[src/design/pd_speed_drive_with_slew_limit_assert.svh]
// assertion macros of the drive controller top level
`ifndef PD_SPEED_DRIVE_WITH_SLEW_LIMIT_ASSERT_SVH
`define PD_SPEED_DRIVE_WITH_SLEW_LIMIT_ASSERT_SVH

// same-cycle implication, checked out of reset
`define PDSD_ASSERT_IMPL(lbl, ante, cons, msg) \
  lbl: assert property (@(posedge clk_i) disable iff (!rst_ni) (ante) |-> (cons)) \
    else $error(msg);

// next-cycle implication, checked out of reset
`define PDSD_ASSERT_NEXT(lbl, ante, cons, msg) \
  lbl: assert property (@(posedge clk_i) disable iff (!rst_ni) (ante) |=> (cons)) \
    else $error(msg);

`endif

[src/design/pdsd_pkg.sv]
// shared types and constants of the speed drive controller
`timescale 1ns / 1ps

package pdsd_pkg;

  localparam int SPEED_FRAC_BITS = 8;
  localparam int GAIN_FRAC_BITS  = 8;
  localparam int LEVEL_MAX       = 255;

  localparam int TARGET_W   = 12;
  localparam int MEASURED_W = 13;
  localparam int ERROR_W    = 14;
  localparam int LEVEL_W    = 8;
  localparam int GAIN_W     = 16;
  localparam int THRESH_W   = 12;
  localparam int CFG_IDX_W  = 4;
  localparam int CFG_DATA_W = 16;

  // fixed point of the gain products
  localparam int PROD_FRAC = SPEED_FRAC_BITS + GAIN_FRAC_BITS;

  localparam logic [LEVEL_W-1:0] DRIVE_STOP = LEVEL_W'(0);
  localparam logic [LEVEL_W-1:0] DRIVE_MIN  = LEVEL_W'(1);

  typedef enum logic [CFG_IDX_W-1:0] {
    CFG_PROP_GAIN         = 4'd0,
    CFG_DERIV_GAIN        = 4'd1,
    CFG_SLEW_STEP         = 4'd2,
    CFG_FEED_LOW          = 4'd3,
    CFG_FEED_MID          = 4'd4,
    CFG_FEED_HIGH         = 4'd5,
    CFG_SPEED_THRESH_LOW  = 4'd6,
    CFG_SPEED_THRESH_HIGH = 4'd7
  } cfg_idx_e;

  typedef struct packed {
    logic [GAIN_W-1:0]   prop_gain;
    logic [GAIN_W-1:0]   deriv_gain;
    logic [LEVEL_W-1:0]  slew_step;
    logic [LEVEL_W-1:0]  feed_low;
    logic [LEVEL_W-1:0]  feed_mid;
    logic [LEVEL_W-1:0]  feed_high;
    logic [THRESH_W-1:0] speed_thresh_low;
    logic [THRESH_W-1:0] speed_thresh_high;
  } cfg_t;

  localparam cfg_t CFG_RESET = '{
    prop_gain:         16'd2112,
    deriv_gain:        16'd2560,
    slew_step:         8'd10,
    feed_low:          8'd35,
    feed_mid:          8'd40,
    feed_high:         8'd60,
    speed_thresh_low:  12'd154,
    speed_thresh_high: 12'd307
  };

endpackage

[src/design/pd_speed_drive_with_slew_limit.sv]
// top level of the pd speed drive controller with feedforward and slew limit
`timescale 1ns / 1ps
`include "pd_speed_drive_with_slew_limit_assert.svh"

// usage
//   input channel: one beat per control tick carries target_speed_i (unsigned)
//   and measured_speed_i (two's complement), both with 8 fraction bits
//   output channel: one beat per input beat carries drive_level_o
//   config port: cfg_we_i writes cfg_wdata_i to register cfg_idx_i at once;
//   indexes past the last register are dropped; write only while idle
// timing
//   a beat taken lands in the input register, the control law runs on it in
//   one combinational pass and the result is registered in the result
//   register once that slot is free; drive_level_o comes from that register
//   one beat per cycle sustained while out_ready_i is high; the stored level
//   and error close their loop in that single pass from input to result register
// reset
//   registers go to their defaults, stored level and error to zero, both
//   pipeline slots empty
// stall
//   a held result keeps its beat; one more beat waits in the input register,
//   then in_ready_o drops until the receiver takes the result
module pd_speed_drive_with_slew_limit (
  input  logic                                  clk_i,
  input  logic                                  rst_ni,
  input  logic                                  in_valid_i,
  output logic                                  in_ready_o,
  input  logic        [pdsd_pkg::TARGET_W-1:0]   target_speed_i,
  input  logic signed [pdsd_pkg::MEASURED_W-1:0] measured_speed_i,
  output logic                                  out_valid_o,
  input  logic                                  out_ready_i,
  output logic        [pdsd_pkg::LEVEL_W-1:0]    drive_level_o,
  input  logic                                  cfg_we_i,
  input  logic        [pdsd_pkg::CFG_IDX_W-1:0]  cfg_idx_i,
  input  logic        [pdsd_pkg::CFG_DATA_W-1:0] cfg_wdata_i
);
  import pdsd_pkg::*;

  cfg_t cfg;

  // input register slot
  logic                         s1_valid_q, s1_valid_d;
  logic        [TARGET_W-1:0]   s1_target_q;
  logic signed [MEASURED_W-1:0] s1_measured_q;

  // result register slot
  logic                         out_valid_q, out_valid_d;
  logic        [LEVEL_W-1:0]    out_drive_q;

  // loop state carried from tick to tick
  logic        [LEVEL_W-1:0]    prev_level_q, prev_level_d;
  logic signed [ERROR_W-1:0]    prev_error_q, prev_error_d;

  logic                         in_acc;
  logic                         advance;
  logic                         commit;
  logic        [LEVEL_W-1:0]    law_level;
  logic signed [ERROR_W-1:0]    law_error;
  logic        [LEVEL_W-1:0]    law_drive;

  pdsd_cfg_regs u_cfg (
    .clk_i       (clk_i),
    .rst_ni      (rst_ni),
    .cfg_we_i    (cfg_we_i),
    .cfg_idx_i   (cfg_idx_i),
    .cfg_wdata_i (cfg_wdata_i),
    .cfg_o       (cfg)
  );

  pdsd_law u_law (
    .target_i     (s1_target_q),
    .measured_i   (s1_measured_q),
    .cfg_i        (cfg),
    .prev_level_i (prev_level_q),
    .prev_error_i (prev_error_q),
    .level_o      (law_level),
    .error_o      (law_error),
    .drive_o      (law_drive)
  );

  // result slot frees up when empty or taken this cycle
  assign advance    = !out_valid_q || out_ready_i;
  assign commit     = advance && s1_valid_q;
  assign in_ready_o = !s1_valid_q || advance;
  assign in_acc     = in_valid_i && in_ready_o;

  always_comb begin
    s1_valid_d   = s1_valid_q;
    out_valid_d  = out_valid_q;
    prev_level_d = prev_level_q;
    prev_error_d = prev_error_q;
    if (advance) begin
      out_valid_d = s1_valid_q;
      s1_valid_d  = 1'b0;
    end
    if (in_acc) begin
      s1_valid_d = 1'b1;
    end
    // state moves only when a tick is handed to the result register
    if (commit) begin
      prev_level_d = law_level;
      prev_error_d = law_error;
    end
  end

  always_ff @(posedge clk_i or negedge rst_ni) begin
    if (!rst_ni) begin
      s1_valid_q   <= 1'b0;
      out_valid_q  <= 1'b0;
      prev_level_q <= '0;
      prev_error_q <= '0;
    end else begin
      s1_valid_q   <= s1_valid_d;
      out_valid_q  <= out_valid_d;
      prev_level_q <= prev_level_d;
      prev_error_q <= prev_error_d;
    end
  end

  // payload, no reset
  always_ff @(posedge clk_i) begin
    if (in_acc) begin
      s1_target_q   <= target_speed_i;
      s1_measured_q <= measured_speed_i;
    end
    if (commit) begin
      out_drive_q <= law_drive;
    end
  end

  assign out_valid_o   = out_valid_q;
  assign drive_level_o = out_drive_q;

  // input only blocks when both slots are full and the result is stalled
  `PDSD_ASSERT_IMPL(a_ready_blocks, !in_ready_o, s1_valid_q && out_valid_q && !out_ready_i, "ready low without a full stalled pipe")

  // a plain level shown on the output is the stored level
  `PDSD_ASSERT_IMPL(a_level_matches_state, out_valid_q && (out_drive_q > DRIVE_MIN), out_drive_q == prev_level_q, "drive level differs from stored level")

  // stored level moves by at most one slew step per tick
  `PDSD_ASSERT_NEXT(a_slew_up, commit, {1'b0, prev_level_q} <= {1'b0, $past(prev_level_q)} + {1'b0, $past(cfg.slew_step)}, "level rose past slew step")
  `PDSD_ASSERT_NEXT(a_slew_down, commit, {1'b0, $past(prev_level_q)} <= {1'b0, prev_level_q} + {1'b0, $past(cfg.slew_step)}, "level fell past slew step")

  // loop state holds when no tick is handed on
  `PDSD_ASSERT_NEXT(a_state_holds, !commit, $stable(prev_level_q) && $stable(prev_error_q), "loop state changed without a tick")

endmodule

[src/design/pdsd_cfg_regs.sv]
// configuration register bank of the speed drive controller
`timescale 1ns / 1ps

module pdsd_cfg_regs (
  input  logic                                clk_i,
  input  logic                                rst_ni,
  input  logic                                cfg_we_i,
  input  logic [pdsd_pkg::CFG_IDX_W-1:0]      cfg_idx_i,
  input  logic [pdsd_pkg::CFG_DATA_W-1:0]     cfg_wdata_i,
  output pdsd_pkg::cfg_t                      cfg_o
);
  import pdsd_pkg::*;

  cfg_t cfg_q, cfg_d;

  always_comb begin
    cfg_d = cfg_q;
    if (cfg_we_i) begin
      unique case (cfg_idx_i)
        CFG_PROP_GAIN:         cfg_d.prop_gain         = cfg_wdata_i[GAIN_W-1:0];
        CFG_DERIV_GAIN:        cfg_d.deriv_gain        = cfg_wdata_i[GAIN_W-1:0];
        CFG_SLEW_STEP:         cfg_d.slew_step         = cfg_wdata_i[LEVEL_W-1:0];
        CFG_FEED_LOW:          cfg_d.feed_low          = cfg_wdata_i[LEVEL_W-1:0];
        CFG_FEED_MID:          cfg_d.feed_mid          = cfg_wdata_i[LEVEL_W-1:0];
        CFG_FEED_HIGH:         cfg_d.feed_high         = cfg_wdata_i[LEVEL_W-1:0];
        CFG_SPEED_THRESH_LOW:  cfg_d.speed_thresh_low  = cfg_wdata_i[THRESH_W-1:0];
        CFG_SPEED_THRESH_HIGH: cfg_d.speed_thresh_high = cfg_wdata_i[THRESH_W-1:0];
        default:               cfg_d = cfg_q;
      endcase
    end
  end

  always_ff @(posedge clk_i or negedge rst_ni) begin
    if (!rst_ni) begin
      cfg_q <= CFG_RESET;
    end else begin
      cfg_q <= cfg_d;
    end
  end

  assign cfg_o = cfg_q;

endmodule

[src/design/pdsd_law.sv]
// control law: pd terms, feedforward, slew window, clamp and drive decision
`timescale 1ns / 1ps

module pdsd_law (
  input  logic        [pdsd_pkg::TARGET_W-1:0]   target_i,
  input  logic signed [pdsd_pkg::MEASURED_W-1:0] measured_i,
  input  pdsd_pkg::cfg_t                         cfg_i,
  input  logic        [pdsd_pkg::LEVEL_W-1:0]    prev_level_i,
  input  logic signed [pdsd_pkg::ERROR_W-1:0]    prev_error_i,
  output logic        [pdsd_pkg::LEVEL_W-1:0]    level_o,
  output logic signed [pdsd_pkg::ERROR_W-1:0]    error_o,
  output logic        [pdsd_pkg::LEVEL_W-1:0]    drive_o
);
  import pdsd_pkg::*;

  localparam int DERR_W  = ERROR_W + 1;
  localparam int PROP_W  = ERROR_W + GAIN_W + 1;
  localparam int DPROD_W = DERR_W + GAIN_W + 1;
  localparam int SUM_W   = DPROD_W + 2;
  localparam int LVL_W   = SUM_W - PROD_FRAC;
  localparam int WIN_W   = LEVEL_W + 2;
  localparam int UNIT    = 1 << SPEED_FRAC_BITS;
  localparam logic signed [LVL_W-1:0] LvlMax = LVL_W'(LEVEL_MAX);

  logic signed [ERROR_W-1:0] err;
  logic signed [DERR_W-1:0]  derr;
  logic signed [PROP_W-1:0]  prod_p;
  logic signed [DPROD_W-1:0] prod_d;
  logic        [LEVEL_W-1:0] feed;
  logic signed [SUM_W-1:0]   sum;
  logic signed [LVL_W-1:0]   lvl_raw, lvl_win, lvl_clip;
  logic signed [WIN_W-1:0]   win_lo, win_hi;
  logic signed [ERROR_W:0]   err_x2;
  logic signed [ERROR_W+3:0] err_x10;

  assign err  = $signed({2'b00, target_i}) - $signed({measured_i[MEASURED_W-1], measured_i});
  assign derr = $signed({err[ERROR_W-1], err})
              - $signed({prev_error_i[ERROR_W-1], prev_error_i});

  assign prod_p = err * $signed({1'b0, cfg_i.prop_gain});
  assign prod_d = derr * $signed({1'b0, cfg_i.deriv_gain});

  // thresholds tested in order, also when swapped
  always_comb begin
    priority if (target_i < cfg_i.speed_thresh_low) begin
      feed = cfg_i.feed_low;
    end else if (target_i < cfg_i.speed_thresh_high) begin
      feed = cfg_i.feed_mid;
    end else begin
      feed = cfg_i.feed_high;
    end
  end

  assign sum = $signed({{(SUM_W-PROP_W){prod_p[PROP_W-1]}}, prod_p})
             + $signed({{(SUM_W-DPROD_W){prod_d[DPROD_W-1]}}, prod_d})
             + $signed(SUM_W'(feed) << PROD_FRAC);

  // dropping the fraction bits of a two's complement value floors it
  assign lvl_raw = sum[SUM_W-1:PROD_FRAC];

  assign win_lo = $signed({2'b00, prev_level_i}) - $signed({2'b00, cfg_i.slew_step});
  assign win_hi = $signed({2'b00, prev_level_i}) + $signed({2'b00, cfg_i.slew_step});

  always_comb begin
    lvl_win = lvl_raw;
    if (lvl_win > LVL_W'(win_hi)) lvl_win = LVL_W'(win_hi);
    if (lvl_win < LVL_W'(win_lo)) lvl_win = LVL_W'(win_lo);
    lvl_clip = lvl_win;
    if (lvl_clip > LvlMax) lvl_clip = LvlMax;
    if (lvl_clip < 0) lvl_clip = '0;
  end

  assign err_x2  = {err, 1'b0};
  assign err_x10 = err * $signed(5'sd10);

  always_comb begin
    priority if ((err_x2 < -UNIT) || (target_i == '0)) begin
      drive_o = DRIVE_STOP;
    end else if (err_x10 < -UNIT) begin
      drive_o = DRIVE_MIN;
    end else begin
      drive_o = lvl_clip[LEVEL_W-1:0];
    end
  end

  assign level_o = lvl_clip[LEVEL_W-1:0];
  assign error_o = err;

endmodule

[config.mk]
export PLATFORM = sky130hd
export DESIGN_NAME = pd_speed_drive_with_slew_limit
export DESIGN_NICKNAME = d
export VERILOG_FILES = /design/src/design/pdsd_pkg.sv /design/src/design/pd_speed_drive_with_slew_limit.sv /design/src/design/pdsd_cfg_regs.sv /design/src/design/pdsd_law.sv
export VERILOG_INCLUDE_DIRS = /design/src /design/src/design
export SDC_FILE = /design/constraint.sdc
export NUM_CORES = 1
export LEC_CHECK = 0
export BUFFER_PORTS_ARGS = -buffer_cell sky130_fd_sc_hd__buf_2
export CORE_ASPECT_RATIO = 2
export CORE_MARGIN = 5
export CORE_UTILIZATION = 65
export CTS_CLUSTER_SIZE = 12
export DETAILED_ROUTE_END_ITERATION = 12
export GPL_ROUTABILITY_DRIVEN = 0
export PLACE_DENSITY = 0.85
export SYNTH_ARGS = -nofsm -noshare
export SYNTH_HDL_FRONTEND = slang
export SYNTH_HIERARCHICAL = 1
export SYNTH_SLANG_ARGS = --single-unit
[constraint.sdc]
create_clock -name clk_i -period 18.5 [get_ports clk_i]
set_clock_uncertainty 0.1 [all_clocks]
set_input_delay 1.85 -clock clk_i [delete_from_list [all_inputs] [get_ports clk_i]]
set_output_delay 1.85 -clock clk_i [all_outputs]
set_load 0.005 [all_outputs]
; ---- Yosys cells after proc, flatten, opt, wreduce, memory -nomap -nowiden
; Cells that the tools add are included.
; W data, S select, Z words.
[op_classes]
muxes = 9
reduce_logical = 19
shift = 0
magnitude_cmp = 8
bitwise = 0
n_addsub = 6
eq_ne = 7
div = 0
mul = 3
[op_table]
columns = operator, count
row1 = $mux W18, 3
row2 = $add A34 B25 Y34, 1
row3 = $add A31 B32 Y33, 1
row4 = $mul A15 B17 Y32, 1
row5 = $mul A14 B17 Y31, 1
row6 = $lt A12 B12 Y1, 2
row7 = $mux W8, 3
row8 = $gt A18 B10 Y1, 1
row9 = $gt A18 B9 Y1 const B, 1
row10 = $lt A18 B1 Y1 const B, 1
row11 = $lt A18 B9 Y1, 1
row12 = $lt A18 B9 Y1 const B, 1
row13 = $mul A14 B4 Y17 const B, 1
row14 = $eq A4 B3 Y1 const B, 4
row15 = $reduce_and A2 Y1, 8
row16 = $lt A15 B9 Y1 const B, 1
row17 = $sub A14 B14 Y15, 1
row18 = $sub A13 B13 Y14, 1
row19 = $logic_not A12 Y1, 1
row20 = $add A8 B8 Y9, 1
row21 = $sub A8 B8 Y9, 1
row22 = $eq A4 B2 Y1 const B, 2
row23 = $eq A4 B1 Y1 const B, 1
row24 = $logic_not A4 Y1, 1
row25 = 6 further kinds, 12
[totals]
n_memories = 0
ramBits = 0
ff_bits = 145
output_inout_bits = 10
rom_bits = 0
latchBits = 0
input_bits = 50

; ---- Logic depth before layout (Yosys ltp)
; Gate-level depths: netlist of the first run.
[depth]
depth_word = 14
depth_mapped = 69
mapped_depth_nobuf = 65

; ---- Cells and area by module
; Netlist of the first run, hierarchy kept.
[by_module_without_submodules]
columns = mod, n_inst, cells_each, area_each_um2
row1 = pdsd_law, 1, 2510, 20996.4
row2 = pdsd_cfg_regs, 1, 195, 3362.0
row3 = pd_speed_drive_with_slew_limit, 1, 88, 1988.2

; ---- Worst setup path before layout of the first run
; OpenSTA, ideal clock, no wires.
[synth_path]
path_kind = reg2reg
startpoint = register s1_target_q[0]
endpoint = register prev_level_q[0]
t_required_ps = 18275
setup_slack_ps = 3595
arrival_ps = 14680
stages_incl_launch_ff = 63
path_cell_list = edfxtp_1 -> inv_1 -> ha_1 -> fa_1 -> nor2b_1 -> o21ai_0 -> a21boi_0 -> o21ai_0 -> a21boi_0 -> o21a_1 -> nor2_1 -> o311ai_1 -> clkbuf_1 -> ha_1 -> a21o_1 -> o21a_1 -> o311ai_0 -> clkbuf_1 -> [... 27 more ...] -> a21o_2 -> buf_2 -> mux2i_1 -> inv_1 -> ha_1 -> a211oi_1 -> nand2_1 -> or4_1 -> o211ai_1 -> nor4_1 -> maj3_1 -> nand3_1 -> o22ai_1 -> o41a_4 -> o22ai_4 -> mux2i_1 -> nor3_1 -> mux2_2
[synth_between]
elab_chain_len = 13
word_cells_on_any_way = 18
[synth_rtl]
columns = item, line
row1 = start: declaration, pd_speed_drive_with_slew_limit.sv:43  ; logic [TARGET_W-1:0] s1_target_q;
row2 = start signal: assignment, pd_speed_drive_with_slew_limit.sv:123  ; s1_target_q <= target_speed_i;
row3 = $sub A13 B13 Y14 (*), pdsd_law.sv:36  ; assign err = $signed({2'b00, target_i}) - $signed({measured_i[MEASURED_W-1], measured_i});
row4 = net law_error[10], pd_speed_drive_with_slew_limit.sv:58  ; logic signed [ERROR_W-1:0] law_error;
row5 = $sub A14 B14 Y15, pdsd_law.sv:38  ; - $signed({prev_error_i[ERROR_W-1], prev_error_i});
row6 = $mul A15 B17 Y32, pdsd_law.sv:41  ; assign prod_d = derr * $signed({1'b0, cfg_i.deriv_gain});
row7 = $add A31 B32 Y33 (*), pdsd_law.sv:55  ; + $signed({{(SUM_W-DPROD_W){prod_d[DPROD_W-1]}}, prod_d})
row8 = $add A34 B25 Y34 (*), pdsd_law.sv:56  ; + $signed(SUM_W'(feed) << PROD_FRAC);
row9 = $gt A18 B10 Y1, pdsd_law.sv:66  ; if (lvl_win > LVL_W'(win_hi)) lvl_win = LVL_W'(win_hi);
row10 = $mux W18 (*), pdsd_law.sv:66
row11 = $lt A18 B9 Y1, pdsd_law.sv:67  ; if (lvl_win < LVL_W'(win_lo)) lvl_win = LVL_W'(win_lo);
row12 = $mux W18 (*), pdsd_law.sv:67
row13 = $gt A18 B9 Y1, pdsd_law.sv:69  ; if (lvl_clip > LvlMax) lvl_clip = LvlMax;
row14 = $mux W18 (*), pdsd_law.sv:69
row15 = $lt A18 B1 Y1, pdsd_law.sv:70  ; if (lvl_clip < 0) lvl_clip = '0;
row16 = $mux W8 (*), pdsd_law.sv:70
row17 = net law_level[0], pd_speed_drive_with_slew_limit.sv:57  ; logic [LEVEL_W-1:0] law_level;
row18 = end signal: assignment, pd_speed_drive_with_slew_limit.sv:115  ; prev_level_q <= prev_level_d;
row19 = end: declaration, pd_speed_drive_with_slew_limit.sv:51  ; logic [LEVEL_W-1:0] prev_level_q, prev_level_d;
; Mark *: on every way through the listed nets, which the timed path passes. The rest lies on a longest branch.
; A chain may end at the register's enable or synchronous reset.

; ---- Worst setup path in the final report of the first run
[layout_path]
startpoint = register s1_target_q[0]
endpoint = register prev_level_q[5]
; The elaborated chain is that of the path after synthesis.

==> results of run 1 <==
cell usage in the layout, fill, tap and decap left out, types with 23 or more instances in the layout:
cell and instances:
a21o_1 37, edfxtp_1 33, nor2_1 71, nand4_1 23, and2_1 108, nand2_1 333, nor2b_1 51, nand2b_1 36
a21oi_1 68, dfrtp_1 88, inv_1 615, xnor2_1 27, mux2_2 89, o21ai_0 61, buf_4 23, fa_1 417
buf_2 58, nor3_1 26, dfstp_2 24, ha_1 299
cell type report:
type	count	area [µm²]
Clock buffer	18	429
Timing Repair Buffer	81	463
Fill cell	2783	12500
Sequential cell	145	3820
Inverter	615	2310
Clock inverter	14	160
Multi-Input combinational cell	1942	19900
Tap cell	530	663
Antenna cell	2	5.00
per-layer routing:
layer,global-route usage,vias up
li1,-,8798
met1,0.339,10300
met2,0.618,1419
met3,0.0735,613
met4,0.347,2
met5,0,-
registers in the layout, summed over array words and instances, names as in the netlist:
| signal | flops |
|---|---|
| s1_valid_q | 1 |
| drive_level_o | 8 |
| s1_target_q | 12 |
| s1_measured_q | 13 |
| out_valid_o | 1 |
| u_cfg/cfg_o | 88 |
| prev_error_q | 14 |
| prev_level_q | 8 |
cell families (layout without fill, tap and decap cells):
group	count (synthesis)	in the layout	share of synthesized area
flip-flops	145	145	0.145
other	0	2	0
adder cells (fa/ha/maj)	718	718	0.460
buffers and inverters	706	728	0.103
XOR/XNOR	48	48	0.0166
AO/OA/AOI/OAI	305	305	0.0787
multiplexers	130	130	0.0577
AND/OR/NAND/NOR	741	741	0.140
metrics by stage:
stage	hold slack, ns	utilization
after floorplan	0.377	-
after global placement	0.385	0.676
after detailed placement	0.396	0.676
after CTS	0.411	0.690
after global routing	0.420	0.690
final	0.409	0.690
worst paths after layout:
check	slack (ns)	endpoint
max	0.87	prev_level_q[5]
min	0.41	u_cfg/cfg_o[43]
max reg2reg	0.87	prev_level_q[5]
min reg2reg	0.41	u_cfg/cfg_o[43]
max in group asynchronous	15.63	prev_level_q[7]
min in group asynchronous	1.36	u_cfg/cfg_o[69]
==> impl_summary.log, run 1 <==
[metrics] status: completed
[metrics] worst path bufs/invs: 7
[metrics] clock slew at reported path FFs: 0.08 ns
[metrics] number of antenna violations at the first check in global routing: 1
[metrics] element type at the critical path start: flip-flop
[metrics] count of state elements after synthesis: around 150
[metrics] iteration-0 DRC count of the detailed router: roughly 1,700
[metrics] Port Buf Inserts: 59
[metrics] iteration count of the initial detailed-routing pass: 8
[metrics] via total after detailed routing: 21,200
[metrics] Worst-Margin Slew: 1.47 ns
[metrics] count of cell types in the netlist: 90
[metrics] Max Used Layer: met5
[metrics] Async S/R FF share, synth: 0.772
[metrics] maximum level of the CTS H-tree: 4
[metrics] period utilization: 0.953
[metrics] effective utilization at floorplan: 0.655
[metrics] required arrival time at the worst endpoint: 18.74 ns
[metrics] Final Slew Violations: 0
[metrics] number of logic stages on the critical path including buffering: between 60 and 70
[metrics] fraction of synthesized cell area taken by the top area cell type: 0.317
[metrics] final count of negative-setup-slack endpoints: 0
[metrics] predominant post-synthesis flop cell: dfrtp_1
[metrics] Post-Layout Cell Count: around 3,300
[metrics] Critical Path Sink Type: flip-flop
[metrics] post-cts repair resize count: 0
[metrics] number of placement rows: roughly 100
[metrics] clock latency reported for the late side of the worst-skew pair: between 0.4 and 0.5 ns
[metrics] startpoint of the tightest hold check path: u_cfg/cfg_o[43]
[metrics] leading cell types by count after synthesis: inv_1, fa_1, nand2_1
[metrics] total placed cells including tap cells: between 3,000 and 4,000
[metrics] post-place setup slack: ~1.5 ns
[metrics] fraction of layout cells with a size suffix above 1: 0.109
[metrics] cts hold-fix bufs: 0
[metrics] family of cells with the greatest summed delay on the critical path: adder cells
[metrics] average wire per cell in the routed design: approximately 24 µm
[metrics] category of the most critical setup path: reg -> reg
[metrics] detailed-route vias per instance: 6.32
[metrics] Tmin final: roughly 18 ns
[metrics] detailed route wirelength on metal2: 39.6 mm
[metrics] full die area: around 0.045 mm²
[metrics] standard cell core area: between 0.04 and 0.05 mm²
[metrics] Critical path origin: s1_target_q[0]
[metrics] amount of wire on met3 after detailed routing: around 6.1 mm
[metrics] Synth area leader: fa_1
[metrics] Critical-path top delay cell: a21boi_1
[metrics] dpl cell area: 0.0272 mm²
[metrics] wire length of the first global-routing pass: 123 mm
[metrics] deepest clock path buffer count: 2
[metrics] final hold vios: 0
[metrics] average cell area after synthesis: 9.43 µm²
[metrics] Yosys warning total: 6
[metrics] Synth Cell Area: 0.0263 mm²
[metrics] number of nets still failing antenna checks after routing: 0
[metrics] num ports: 60
[metrics] FF-to-FF path depth: roughly 60
[metrics] width of the die: about 150 µm
[metrics] Post-layout nets: between 3,000 and 4,000
[metrics] sequential-to-total area share from yosys stat: 0.145
[metrics] clock root buffer master: clkbuf_16
[metrics] metal1 wirelength: approximately 24 mm
[metrics] net count after synthesis: approximately 3,600
[metrics] maximum number of pins on one net before global-route repair: between 60 and 70
[metrics] WL final: 79.1 mm
[metrics] dominant cell by count in the synthesized netlist: inv_1
[metrics] number of enable-type register cells in the synthesized netlist: 33
[metrics] CP dominant cell by count: fa_1
[metrics] highest achievable clock rate: approximately 0.057 GHz
[metrics] cell depth of the worst min-delay path: 1
[metrics] # Max-Cap Violations: 0
[metrics] CP peak stage delay: 1.15 ns
[metrics] Worst Path Max Fanout: 17
[metrics] post-CTS setup repair buffer count: 0
[metrics] clock tree from TritonCTS: built
[metrics] Non-Filler Cell Area, Final: between 0.02 and 0.03 mm²
[metrics] number of buffers created by CTS: 17
[metrics] DIE HEIGHT: roughly 290 µm
[metrics] arrival time at the worst endpoint: roughly 18 ns
[metrics] number of design rule violations left after detail routing: 0
[metrics] Syn Inst Count: 2,793
[metrics] combined global-route utilization of all metal layers: 0.354
[metrics] reg-to-reg critical path startpoint: s1_target_q[0]
[metrics] setup ws final: 0.873 ns
[metrics] leading cell types by total area after synthesis: fa_1, ha_1, inv_1
[metrics] vias in the first global route: about 24,000
[metrics] sum of overflow across all layers after global routing: 0
[metrics] layout overhead on the synthesized area: 5.35%
[metrics] worst slew slack as a fraction of its limit: 0.0167
[metrics] HPWL reported at the end of detailed placement: a little over 60 mm
[metrics] unrepaired setup endpoints after global routing: false
[metrics] sum of negative setup slack: 0 ns
[metrics] Num Clock Sinks: 145
[metrics] class of the most critical hold timing path: reg -> reg
Power of run 1 is not shown: default switching activity piles up to over one toggle a cycle in this logic, so the estimate is an artifact.
==> inputs of run 2 (changes only) <==
GPL_TIMING_DRIVEN = 0   (was default)
SLEW_MARGIN = 20   (was default)
==> run 2 against run 1 <==
First-iteration DRC count increased by 13%. Non-clock buffer count increased by 71. Via count increased by 1.9%. Register-to-register slack worse by 0.44 ns. Wire length grew 7.9%. Fmax fell by 2.4%. Cell count increased by 2.1%. Worst setup slack got worse by 0.44 ns. Sequential cell count unchanged. Die area unchanged. Design area is 1.5% higher. Critical path depth is 3 higher.
==> impl_summary.log, run 2 (synthesized netlist as in run 1, its figures left out) <==
[metrics] status: completed
[metrics] deepest clock path buffer count: 2
[metrics] hold worst-path end: u_cfg/cfg_o[38]
[metrics] Critical Path Sink Type: flip-flop
[metrics] number of placement rows: about 100
[metrics] startpoint of the tightest hold check path: u_cfg/cfg_o[38]
[metrics] width of the die: approximately 150 µm
[metrics] CP dominant cell by count: fa_1
[metrics] Non-Filler Cell Area, Final: approximately 0.028 mm²
[metrics] arrival time at the worst endpoint: around 18 ns
[metrics] Post-layout nets: approximately 3,600
[metrics] wire length of the first global-routing pass: ~130 mm
[metrics] Worst-Margin Slew: between 1 and 1.5 ns
[metrics] reg-to-reg critical path startpoint: s1_target_q[0]
[metrics] clock latency reported for the late side of the worst-skew pair: approximately 0.46 ns
[metrics] sum of overflow across all layers after global routing: 0
[metrics] required arrival time at the worst endpoint: 18.74 ns
[metrics] WL final: ~85 mm
[metrics] DIE HEIGHT: between 200 and 300 µm
[metrics] period utilization: 0.977
[metrics] number of antenna violations at the first check in global routing: 6
[metrics] met3 demand-to-capacity share in global routing: 0.0902
[metrics] detailed-route vias per instance: approximately 6.3
[metrics] most common cell after layout, fill and taps aside: inv_1
[metrics] maximum level of the CTS H-tree: 4
[metrics] standard cell core area: ~0.040 mm²
[metrics] Post-Layout Cell Count: around 3,400
[metrics] setup slack of the worst register-to-register path: between 0.4 and 0.5 ns
[metrics] maximum number of pins on one net before global-route repair: 63
[metrics] # Max-Cap Violations: 0
[metrics] worst path bufs/invs: 12
[metrics] GR Util met2: 0.690
[metrics] Tmin final: roughly 18 ns
[metrics] iteration-0 DRC count of the detailed router: between 1,500 and 2,000
[metrics] effective utilization at floorplan: 0.655
[metrics] class of the most critical hold timing path: reg -> reg
[metrics] final hold vios: 0
[metrics] number of fillers in the final layout: about 2,700
[metrics] Num Clock Sinks: 145
[metrics] family of cells with the greatest summed delay on the critical path: adder cells
[metrics] dpl cell area: 0.0274 mm²
[metrics] clock tree from TritonCTS: built
[metrics] FF-to-FF path depth: 64
[metrics] capturing point of the worst reg2reg path: prev_level_q[0]
[metrics] final count of negative-setup-slack endpoints: 0
[metrics] worst slew slack as a fraction of its limit: 0.282
[metrics] Worst Path Max Fanout: 10
[metrics] clock root buffer master: clkbuf_16
[metrics] GRT met1 Usage: 0.355
[metrics] Critical-path top delay cell: fa_2
[metrics] CP peak stage delay: 0.74 ns
[metrics] iteration count of the initial detailed-routing pass: 8
[metrics] layout overhead on the synthesized area: 6.90%
[metrics] num ports: 60
[metrics] fraction of layout cells with a size suffix above 1: 0.113
[metrics] category of the most critical setup path: reg -> reg
[metrics] combined global-route utilization of all metal layers: 0.386
[metrics] HPWL reported at the end of detailed placement: about 68 mm
[metrics] element type at the critical path start: flip-flop
[metrics] Largest register FFs: approximately 90
[metrics] commonest cells after routing, fill and taps aside: inv_1, fa_1, nand2_1
[metrics] vias in the first global route: 24,000
[metrics] number of nets still failing antenna checks after routing: 0
[metrics] total placed cells including tap cells: about 3,400
[metrics] cell depth of the worst min-delay path: 1
[metrics] highest achievable clock rate: 0.0554 GHz
[metrics] number of buffers created by CTS: 17
[metrics] most used routing layer in global routing: met2
[metrics] average wire per cell in the routed design: around 25 µm
[metrics] cts hold-fix bufs: 0
[metrics] via total after detailed routing: roughly 22,000
[metrics] clock slew at reported path FFs: roughly 0.080 ns
[metrics] full die area: about 0.045 mm²
[metrics] Port Buf Inserts: just under 60
[metrics] number of design rule violations left after detail routing: 0
[metrics] Final Slew Violations: 0
run 2: cell types whose count changed in the layout (fill, tap and decap cells not counted), moves of 4 or more:
| cell | change |
|---|---|
| clkbuf_1 | +62 |
| buf_4 | -18 |
| buf_2 | +11 |
| clkbuf_2 | +9 |
| buf_6 | +5 |
| clkinv_8 | +4 |
run 2: layout make-up:
class | instances | area (µm²) | area share
Antenna cell | 2 | 5.00 | 0.000178
Buffer | 90 | 404 | 0.0143
Clock buffer | 17 | 425 | 0.0151
Clock inverter | 15 | 201 | 0.00715
Inverter | 615 | 2310 | 0.0820
Multi-Input combinational cell | 1942 | 20000 | 0.710
Sequential cell | 145 | 3820 | 0.136
Tap cell | 530 | 663 | 0.0235
Timing Repair Buffer | 62 | 344 | 0.0122
run 2: worst max path at each step:
stage                   start              end  slack (ns)  cells after the start
3_3_place_gp   s1_target_q[0]  prev_level_q[2]       -0.19                     62
3_5_place_dp   s1_target_q[1]  prev_level_q[1]        0.49                     62
5_1_grt        s1_target_q[0]  prev_level_q[0]       -0.07                     65
2_1_floorplan  s1_target_q[0]  prev_level_q[0]        3.60                     62
4_1_cts        s1_target_q[1]  prev_level_q[1]        0.37                     62
6_report       s1_target_q[0]  prev_level_q[0]        0.43                     64
run 2: worst reg2reg max path: cells and delay by family, from the launching register on:
| kind | cells | cell delay, ns |
|---|---|---|
| flip-flops | 1 | 0.40 |
| adder cells (fa/ha/maj) | 15 | 6.60 |
| AND/OR/NAND/NOR | 10 | 1.55 |
| XOR/XNOR | 1 | 0.36 |
| AO/OA/AOI/OAI | 23 | 5.90 |
| buffers and inverters | 12 | 2.01 |
| multiplexers | 3 | 1.02 |
run 2: stage by stage:
step           setup slack, ns  setup TNS [ns]  hold WS, ns   util
2_1_floorplan             3.60               0        0.377      -
3_3_place_gp            -0.189           -1.14        0.390  0.679
3_5_place_dp             0.489               0        0.395  0.681
4_1_cts                  0.374               0        0.411  0.697
5_1_grt                -0.0725          -0.237        0.424  0.700
6_report                 0.434               0        0.410  0.700
run 2: metal layers:
| metal | share of wire | up-vias |
|---|---|---|
| li1 | - | 8953 |
| met1 | 0.28 | 10500 |
| met2 | 0.51 | 1444 |
| met3 | 0.084 | 654 |
| met4 | 0.12 | 2 |
| met5 | 0.00025 | - |
run 2: timing repair:
item	in CTS	in global routing
gates resized for setup	0	36
buffers inserted	0	1
endpoints found under the setup margin	0	16
Power of run 2 is left out for the same reason.
